[src/sv/rbe_pkg.sv]
package rbe_pkg;

    // Item kinds on the input channel
    localparam logic FUNC_PIXEL = 1'b0;
    localparam logic FUNC_DRAIN = 1'b1;

    // Configuration register indexes
    typedef enum logic [1:0] {
        CFG_BORDER_COLOR = 2'd0,
        CFG_BACK_COLOR   = 2'd1,
        CFG_IMAGE_WIDTH  = 2'd2,
        CFG_IMAGE_HEIGHT = 2'd3
    } t_cfg_reg;

    localparam int          CFG_DIM_W         = 11;
    localparam logic [31:0] BORDER_COLOR_RST  = 32'h0000_00FF;
    localparam logic [31:0] BACK_COLOR_RST    = 32'hFFFF_FFFF;
    localparam logic [10:0] IMAGE_DIM_RST     = 11'd1024;

    // Control for the item sitting in the window stage
    typedef struct packed {
        logic valid;
        logic pixel;
        logic emit;
        logic edge_px;
        logic last;
    } t_s1_ctl;

    // One result item
    typedef struct packed {
        logic [31:0] color;
        logic        last;
    } t_result;

endpackage

[src/sv/rbe_out_fifo.sv]
module rbe_out_fifo import rbe_pkg::*; (
    input  logic       i_clk,
    input  logic       i_rst_n,
    input  logic       i_push,
    input  t_result    i_data,
    input  logic       i_pop,
    output logic       o_valid,
    output t_result    o_data,
    output logic [1:0] o_count
);

    t_result    r_q [2];
    logic       r_wr_ptr;
    logic       r_rd_ptr;
    logic [1:0] r_count;
    logic       pop_ok;

    assign pop_ok = i_pop && (r_count != 2'd0);

    // Two-entry skid queue in front of the result port
    always_ff @(posedge i_clk) begin
        if (!i_rst_n) begin
            r_wr_ptr <= 1'b0;
            r_rd_ptr <= 1'b0;
            r_count  <= 2'd0;
        end else begin
            if (i_push) r_wr_ptr <= ~r_wr_ptr;
            if (pop_ok) r_rd_ptr <= ~r_rd_ptr;
            r_count <= r_count + 2'(i_push) - 2'(pop_ok);
        end
    end

    always_ff @(posedge i_clk) begin
        if (i_push) begin
            r_q[r_wr_ptr] <= i_data;
        end
    end

    assign o_valid = (r_count != 2'd0);
    assign o_data  = r_q[r_rd_ptr];
    assign o_count = r_count;

endmodule

[config.mk]
export PLATFORM = sky130hd
export DESIGN_NAME = rbe_out_fifo
export DESIGN_NICKNAME = d
export VERILOG_FILES = /design/src/sv/rbe_pkg.sv /design/src/sv/rbe_out_fifo.sv
export SDC_FILE = /design/constraint.sdc
export NUM_CORES = 1
export LEC_CHECK = 0
export ABC_AREA = 1
export BUFFER_PORTS_ARGS = -buffer_cell sky130_fd_sc_hd__buf_2
export CELL_PAD_IN_SITES_DETAIL_PLACEMENT = 2
export CELL_PAD_IN_SITES_GLOBAL_PLACEMENT = 2
export CORE_MARGIN = 1.5
export CORE_UTILIZATION = 32
export DETAILED_ROUTE_END_ITERATION = 8
export PLACE_DENSITY = 0.73
export SLEW_MARGIN = 30
export SYNTH_ARGS = -nofsm -noshare
export SYNTH_HDL_FRONTEND = slang
export SYNTH_SLANG_ARGS = --single-unit
[constraint.sdc]
create_clock -name i_clk -period 5.2 [get_ports i_clk]
set_clock_uncertainty 0.15 [all_clocks]
set_input_delay 0.52 -clock i_clk [delete_from_list [all_inputs] [get_ports i_clk]]
set_output_delay 0.52 -clock i_clk [all_outputs]
set_load 0.05 [all_outputs]
==> results by group <==
Outcome
  – Outcome: finished clean

Cells and area
  – Nets: 258
  – Multi-input gate area: 595.6 um^2
  – Filler instances: 838
  – Post-route insts no fill: between 300 and 400
  – Commonest non-fill, non-tap cells in the layout: buf_2 (72), edfxtp_1 (66), mux2_4 (30)
  – Most common cell after layout, fill and taps aside: buf_2
  – ANT cells: 0
  – Area growth syn-to-layout: 22.80%
  – Register area: 0.002086 mm^2
  – Fraction of layout cells with a size suffix above 1: 0.5491

Routing
  – Drt total wl: 5.472 mm
  – Final ANT Viol Nets: 0
  – Vias: 1425
  – Iteration-0 DRC Markers: 30
  – # DRC: 0
  – Drt first pass iters: 4
  – Vias/cell: about 4.3
  – Routed len/inst: 16.63 um

Placed design
  – Dpl hpwl: 3.678 mm
  – Final RePlAce weighted congestion: 0.6938
  – Port bufs: 72
  – Inst Count DP: 312

Synth
  – Number of synthesized register bits: 71
  – Synth unique cells: 12
  – Post-synthesis cell count: 138
  – Avg Inst Size Synth: ~20 um^2
  – Post-Syn Area: 0.002771 mm^2
  – Sequential area share after synthesis: 0.7512
  – Post-synthesis net count: between 150 and 200
  – Ys Warns: 0

Clock network
  – Post-CTS Hold Buffers: 0
  – Reg clk slew, reported paths: 0.08 ns
  – H-tree levels: 3
  – Clock Tree Root: clkbuf_8
  – Post-cts sizing count: 0
  – Clock sinks: 71
  – CTS buffer count: 9
  – Setup Fix Bufs, Post-CTS: 0
  – TritonCTS clock tree: yes
  – Worst-Skew Late Latency: 0.33 ns
  – Max Root-Sink Buffers: 2

Timing
  – Final period util: 0.4601
  – Final setup fails: 0
  – Achievable clock frequency: 418.0 MHz
  – Final Max Slew Viols: 0
  – RSZ-0062 raised after global routing: no
  – Setup tns final: 0 ns
  – Final hold vios: 0
  – Least-Margin Pin Slew: 0.6183 ns
  – Minimum clock period: 2.392 ns
  – Slew margin rel.: 0.5878

Global routing
  – Vias in the first global route: 1551
  – GRT Util Overall: 0.1240
  – Largest net degree at the start of global routing: 34
  – Initial antenna violation count: 0
  – Grt ovf: 0
  – First-pass GRT wire length: 7.886 mm

Worst hold path
  – HP Class: in2reg

Floorplanning
  – CORE AREA: 0.008299 mm^2
  – Num rows: 33
  – Width of the die: 96.06 um
  – Full die area: between 0.009 and 0.01 mm^2
  – IO Count: 73
  – Starting Density: 0.3339
  – Die Y: about 96 um

Setup path
  – Worst Setup End Kind: output pin
  – Critical Path RT: 4.53 ns
  – Worst Setup Start Kind: flip-flop
  – Critical path class: reg2out
  – Worst Path Max Fanout: 33
  – Crit path DAT: 1.72 ns

Power
  – PwrDens: around 470 mW/mm^2
  – VDD IR max: 129.4 uV
  – Leak: 1.375 nW

Job
  – Max Cap Viol: 0
==> through the flow <==
| step | area [um^2] | setup slack, ns | utilization | hold slack [ns] | total power [mW] |
|---|---|---|---|---|---|
| floorplan | 2771 | 2.675 | - | 0.3175 | 1.153 |
| global placement | 3208 | 2.820 | 0.3866 | 0.3363 | 1.224 |
| detailed placement | 3211 | 3.142 | 0.3869 | 0.3534 | 1.234 |
| CTS | 3376 | 2.753 | 0.4068 | 0.1931 | 1.614 |
| global route | 3403 | 2.710 | 0.4101 | 0.1832 | 1.674 |
| finish | 3403 | 2.808 | 0.4101 | 0.2173 | 1.590 |
==> report_power, final <==
part | total (mW) | internal, mW | switching (mW)
clock network | 0.373 | 0.171 | 0.203
registers | 0.724 | 0.669 | 0.0550
logic | 0.492 | 0.167 | 0.325
total | 1.59 | 1.01 | 0.583
==> cells in the mapped netlist (all sizes together) <==
master  instances  area, um^2
a21oi           1       5.000
ha              2       25.02
mux2           33       484.2
buf             4       71.32
nor2            9       33.78
nand3           2       10.01
edfxtp         66        1982
dfxtp           5       100.1
nand2           8       30.03
inv             8       30.03
==> critical path, stage by stage (launching register included) <==
cell     delay [ns]
dfxtp_4        0.75
mux2_2         0.41
buf_2          0.21
==> cell type report <==
cell class,count,share of cell area
tap,105,0.03860
inverter,8,0.008824
timing repair buffer,74,0.1162
sequential,71,0.6129
clock inverter,6,0.01103
multi-input combinational,55,0.1750
clock buffer,10,0.03750
==> final timing paths <==
kind / start / to / slack (ns) / depth (start not counted)
hold / removal: i_data[27] / r_q[0][27] / 0.22 / 1
hold reg to reg: r_rd_ptr / r_rd_ptr / 0.36 / 2
setup / recovery: flip-flop / o_data[0] / 2.81 / 2
setup reg to reg: o_count[1] / o_count[1] / 3.61 / 10
==> state kept, by name, summed over array words and instances (netlist names), named ones only <==
name	cells
r_wr_ptr	1
r_rd_ptr	1
o_count	2
r_q	66
==> routing by layer <==
| metal | vias to the layer above | track usage | part of all wire |
|---|---|---|---|
| li1 | 677 | - | - |
| met1 | 695 | 0.1448 | 0.42 |
| met2 | 48 | 0.2007 | 0.51 |
| met3 | 5 | 0.04265 | 0.054 |
| met4 | 0 | 0.06618 | 0.018 |
| met5 | - | 0 | 0 |
==> cell families (layout without fill, tap and decap cells) <==
logic type / count (synthesis) / in the layout / synth area share
flip-flops: 71 / 71 / 0.7512
AO/OA/AOI/OAI: 1 / 1 / 0.001804
buffers and inverters: 12 / 98 / 0.03657
multiplexers: 33 / 33 / 0.1747
adder cells (fa/ha/maj): 2 / 2 / 0.009028
AND/OR/NAND/NOR: 19 / 19 / 0.02664
No activity file was read; power rests on OpenSTA's default activity.
