--- src/sv/rbe_pkg.sv ---
package rbe_pkg;

    // Item kinds on the input channel
    localparam logic FUNC_PIXEL = 1'b0;
    localparam logic FUNC_DRAIN = 1'b1;

    // Configuration register indexes
    typedef enum logic [1:0] {
        CFG_BORDER_COLOR = 2'd0,
        CFG_BACK_COLOR   = 2'd1,
        CFG_IMAGE_WIDTH  = 2'd2,
        CFG_IMAGE_HEIGHT = 2'd3
    } t_cfg_reg;

    localparam int          CFG_DIM_W         = 11;
    localparam logic [31:0] BORDER_COLOR_RST  = 32'h0000_00FF;
    localparam logic [31:0] BACK_COLOR_RST    = 32'hFFFF_FFFF;
    localparam logic [10:0] IMAGE_DIM_RST     = 11'd1024;

    // Control for the item sitting in the window stage
    typedef struct packed {
        logic valid;
        logic pixel;
        logic emit;
        logic edge_px;
        logic last;
    } t_s1_ctl;

    // One result item
    typedef struct packed {
        logic [31:0] color;
        logic        last;
    } t_result;

endpackage

--- src/sv/rbe_window.sv ---
module rbe_window import rbe_pkg::*; (
    input  logic        i_clk,
    input  t_s1_ctl     i_ctl,
    input  logic [31:0] i_up,
    input  logic [31:0] i_mid,
    input  logic [31:0] i_pix,
    input  logic [31:0] i_border_color,
    input  logic [31:0] i_back_color,
    output logic        o_push,
    output t_result     o_result
);

    logic [31:0] r_win [9];
    logic [31:0] n_win [9];
    logic        differs;

    // Shift the 3x3 window one column left and load the new right column
    always_comb begin
        for (int r = 0; r < 3; r++) begin
            n_win[r*3]     = r_win[r*3 + 1];
            n_win[r*3 + 1] = r_win[r*3 + 2];
        end
        n_win[2] = i_up;
        n_win[5] = i_mid;
        n_win[8] = i_pix;
    end

    always_ff @(posedge i_clk) begin
        if (i_ctl.valid && i_ctl.pixel) begin
            r_win <= n_win;
        end
    end

    // Any neighbour unlike the centre; a drain sees the window as it stands
    always_comb begin
        differs = 1'b0;
        for (int k = 0; k < 9; k++) begin
            if (k != 4) begin
                if (i_ctl.pixel) begin
                    if (n_win[k] != n_win[4]) differs = 1'b1;
                end else begin
                    if (r_win[k] != r_win[4]) differs = 1'b1;
                end
            end
        end
    end

    assign o_push          = i_ctl.valid && i_ctl.emit;
    assign o_result.color  = (i_ctl.edge_px || differs) ? i_border_color : i_back_color;
    assign o_result.last   = i_ctl.last;

endmodule

--- config.mk ---
export PLATFORM = sky130hd
export DESIGN_NAME = rbe_window
export DESIGN_NICKNAME = d
export VERILOG_FILES = /design/src/sv/rbe_pkg.sv /design/src/sv/rbe_window.sv
export SDC_FILE = /design/constraint.sdc
export NUM_CORES = 1
export LEC_CHECK = 0
export BUFFER_PORTS_ARGS = -buffer_cell sky130_fd_sc_hd__buf_4
export CORE_UTILIZATION = 55
export DETAILED_ROUTE_END_ITERATION = 8
export PLACE_DENSITY = 0.79
export RECOVER_POWER = 25
export SETUP_SLACK_MARGIN = 0.15
export SKIP_CTS_REPAIR_TIMING = 1
export SYNTH_ARGS = -nofsm -noshare
export SYNTH_HDL_FRONTEND = slang
export SYNTH_SLANG_ARGS = --single-unit
--- constraint.sdc ---
create_clock -name i_clk -period 10.3 [get_ports i_clk]
set_input_delay 0.515 -clock i_clk [delete_from_list [all_inputs] [get_ports i_clk]]
set_output_delay 0.515 -clock i_clk [all_outputs]
set_load 0.05 [all_outputs]
==> impl_metrics.json <==
{
  "status": "complete, no violations",
  "ys_seq_elements": 288,
  "vias": 9964,
  "htreeDepth": 1,
  "grt_pass1_vias": 9443,
  "synthXorXnorAreaFrac_pct": 14.9,
  "slew_violations": 0,
  "nNetsFinal": 1379,
  "clk_pin_slew_worst_paths_ps": 60,
  "numCtsBuffers": 30,
  "drc": 0,
  "ys_seq_area_share_pct": 59.9,
  "setup_viol": 0,
  "antenna_found_initial": 2,
  "synth_compound_area_share_pct": 3.52,
  "avgViaCountPerCell": 6.35,
  "finalSetupTns_ps": 0,
  "p_total_mw": 2.89,
  "slew_headroom_pct": 25.6,
  "drive_gt1_share_pct": 16.4,
  "cts-root-buf": "clkbuf_16",
  "grt_max_degree": 90,
  "rsz0062_at_grt": "false",
  "area_growth_syn_to_layout_pct": 15.8,
  "cts.sinks": 288,
  "dieArea_um2": 26900,
  "synth_cell_types": 42,
  "yosysMostFrequentCell": "edfxtp_1",
  "synth-simple-area-share_pct": 11.2,
  "vdd.ir_drop.worst_v": 0.000150,
  "clk_path_buf_depth": 3,
  "drv_cap": 0,
  "synth_cells": 1054,
  "whs_ps": 174,
  "grt_pass1_wl_um": 63100,
  "synth-main-ff-cell": "edfxtp_1",
  "skew_ps": 10.4,
  "path_class": "in2out",
  "cts_tree": "done",
  "cp-start-kind": "input pin",
  "drtIter0Drc": 1325,
  "die_h_um": 164,
  "synth_top_area_cell": "edfxtp_1",
  "ios": 200,
  "fmax_mhz": 206,
  "core-area_um2": 25500,
  "die_w_um": 164,
  "gr-total-overflow": 0,
  "syn_area_um2": 14400,
  "synth_mux_area_share_pct": 7.71,
  "yosysWarnings": 0,
  "synthTopCellsByCount": "edfxtp_1 (288), xnor2_1 (196), mux2i_1 (64), nor3_1 (59), and3_1 (56)",
  "crit_required_ps": 9790,
  "synth-edff-count": 288,
  "layout.cells.non_filler": 1569,
  "p_per_area_nw_per_um2": 173,
  "synthArstFlopShare_pct": 0,
  "syn-num-nets": 1220,
  "worst_slack_ps": 5440,
  "hpwl_um": 34200,
  "ant_nets": 0,
  "min_period_over_period_pct": 47.2,
  "clk_latency_ps": 560,
  "min_path_type": "in2reg",
  "tightest_slew_ps": 1120,
  "gp_congestion": 1.04,
  "place_ws_ps": 5520,
  "end_kind": "output port",
  "syn-mean-instance-area_um2": 13.7,
  "totalWireLength_um": 45100,
  "synth_top_area_share_pct": 59.9,
  "fin_crit_ps": 4860,
  "floorplan.initialDensity_pct": 56.7,
  "synth_top_family_by_area": "XOR/XNOR gates",
  "track_usage_pct": 33.8,
  "drt-wirelength-per-cell_um": 28.8,
  "num_rows": 58,
  "cp.arrival_ps": 4350,
  "io_buffers": 197,
  "leakage_nw": 5.77,
  "synthAdderAreaFrac_pct": 0,
  "drt_first_pass_iters": 7,
  "hold_viol": 0,
  "cp_max_fo": 40,
  "place_inst": 1511,
  "synthTopCellsByArea": "edfxtp_1 (60%), xnor2_1 (12%), mux2i_1 (4.4%)"
}
-- per-layer routing --
| layer | routed length [µm] | vias to the layer above | GRT usage (%) | share of wire, % |
|---|---|---|---|---|
| li1 | - | 4352 | - | - |
| met1 | 17800 | 4909 | 46.0 | 39 |
| met2 | 20800 | 621 | 53.2 | 46 |
| met3 | 4730 | 82 | 6.92 | 10 |
| met4 | 1810 | 0 | 13.7 | 4.0 |
| met5 | 0 | - | 0 | 0 |
-- worst paths after layout --
check | startpoint | to | slack (ps) | depth (start not counted)
setup / recovery | i_ctl[3] | o_result[4] | 5440 | 11
hold / removal | i_pix[3] | n_win[35] | 170 | 1
setup reg to reg | n_win[140] | n_win[172] | 9210 | 0
hold reg to reg | n_win[267] | r_win[267] | 520 | 0
-- logic make-up after synthesis --
kind of cell / Yosys count
flops: 288
mux: 96
buf+inv: 80
xor+xnor: 245
compound gates: 71
simple gates: 274
-- critical path, cell delays in order --
cell,delay (ps)
buf_4,390
buf_4,650
mux2i_1,310
xnor2_1,130
nor4_1,560
nand4_1,180
nor4_2,440
o2111ai_4,180
buf_4,350
mux2_4,360
buf_4,190
-- flip-flops by register name, summed over array words and instances (netlist names) --
register  cells
n_win       192
r_win        96
-- cell type report --
cell class	count	area (µm²)
Fill cell	1987	8740
Antenna cell	2	5.00
Inverter	4	15.0
Tap cell	330	413
Multi-Input combinational cell	686	5400
Timing Repair Buffer	203	1190
Clock buffer	31	776
Sequential cell	288	8650
Clock inverter	25	284
-- placed cells by master (no fill, tap or decap), types with 5 or more instances in the layout --
master     count
and3_1        56
clkbuf_4       7
clkinv_2       9
xnor2_1      196
mux2i_1       64
mux2_4        30
clkbuf_16     31
nor2_1        14
clkbuf_1      89
o21ai_0        6
bufinv_16      6
o211ai_1       6
nand3_1        8
buf_4        107
o22ai_1       31
nor4_1        47
o2111ai_1      8
and4_1        13
nand2_1       14
xor2_1        49
nor3_1        59
a2111oi_0      6
clkinv_1       5
nand4_1       46
edfxtp_1     288
-- power by group --
group	switching [mW]	internal, mW	total, mW
Clock	0.466	0.697	1.16
Sequential	0.0848	1.35	1.44
Combinational	0.168	0.123	0.291
-- stage by stage --
stage / instance area, µm² / utilization (%)
finish: 16700 / 65.7
global route: 16700 / 65.7
CTS: 17100 / 67.0
detailed placement: 16000 / 62.8
global placement: 16000 / 62.8
floorplan: 14400 / -
Note: power is estimated with default switching activity, not from simulation.
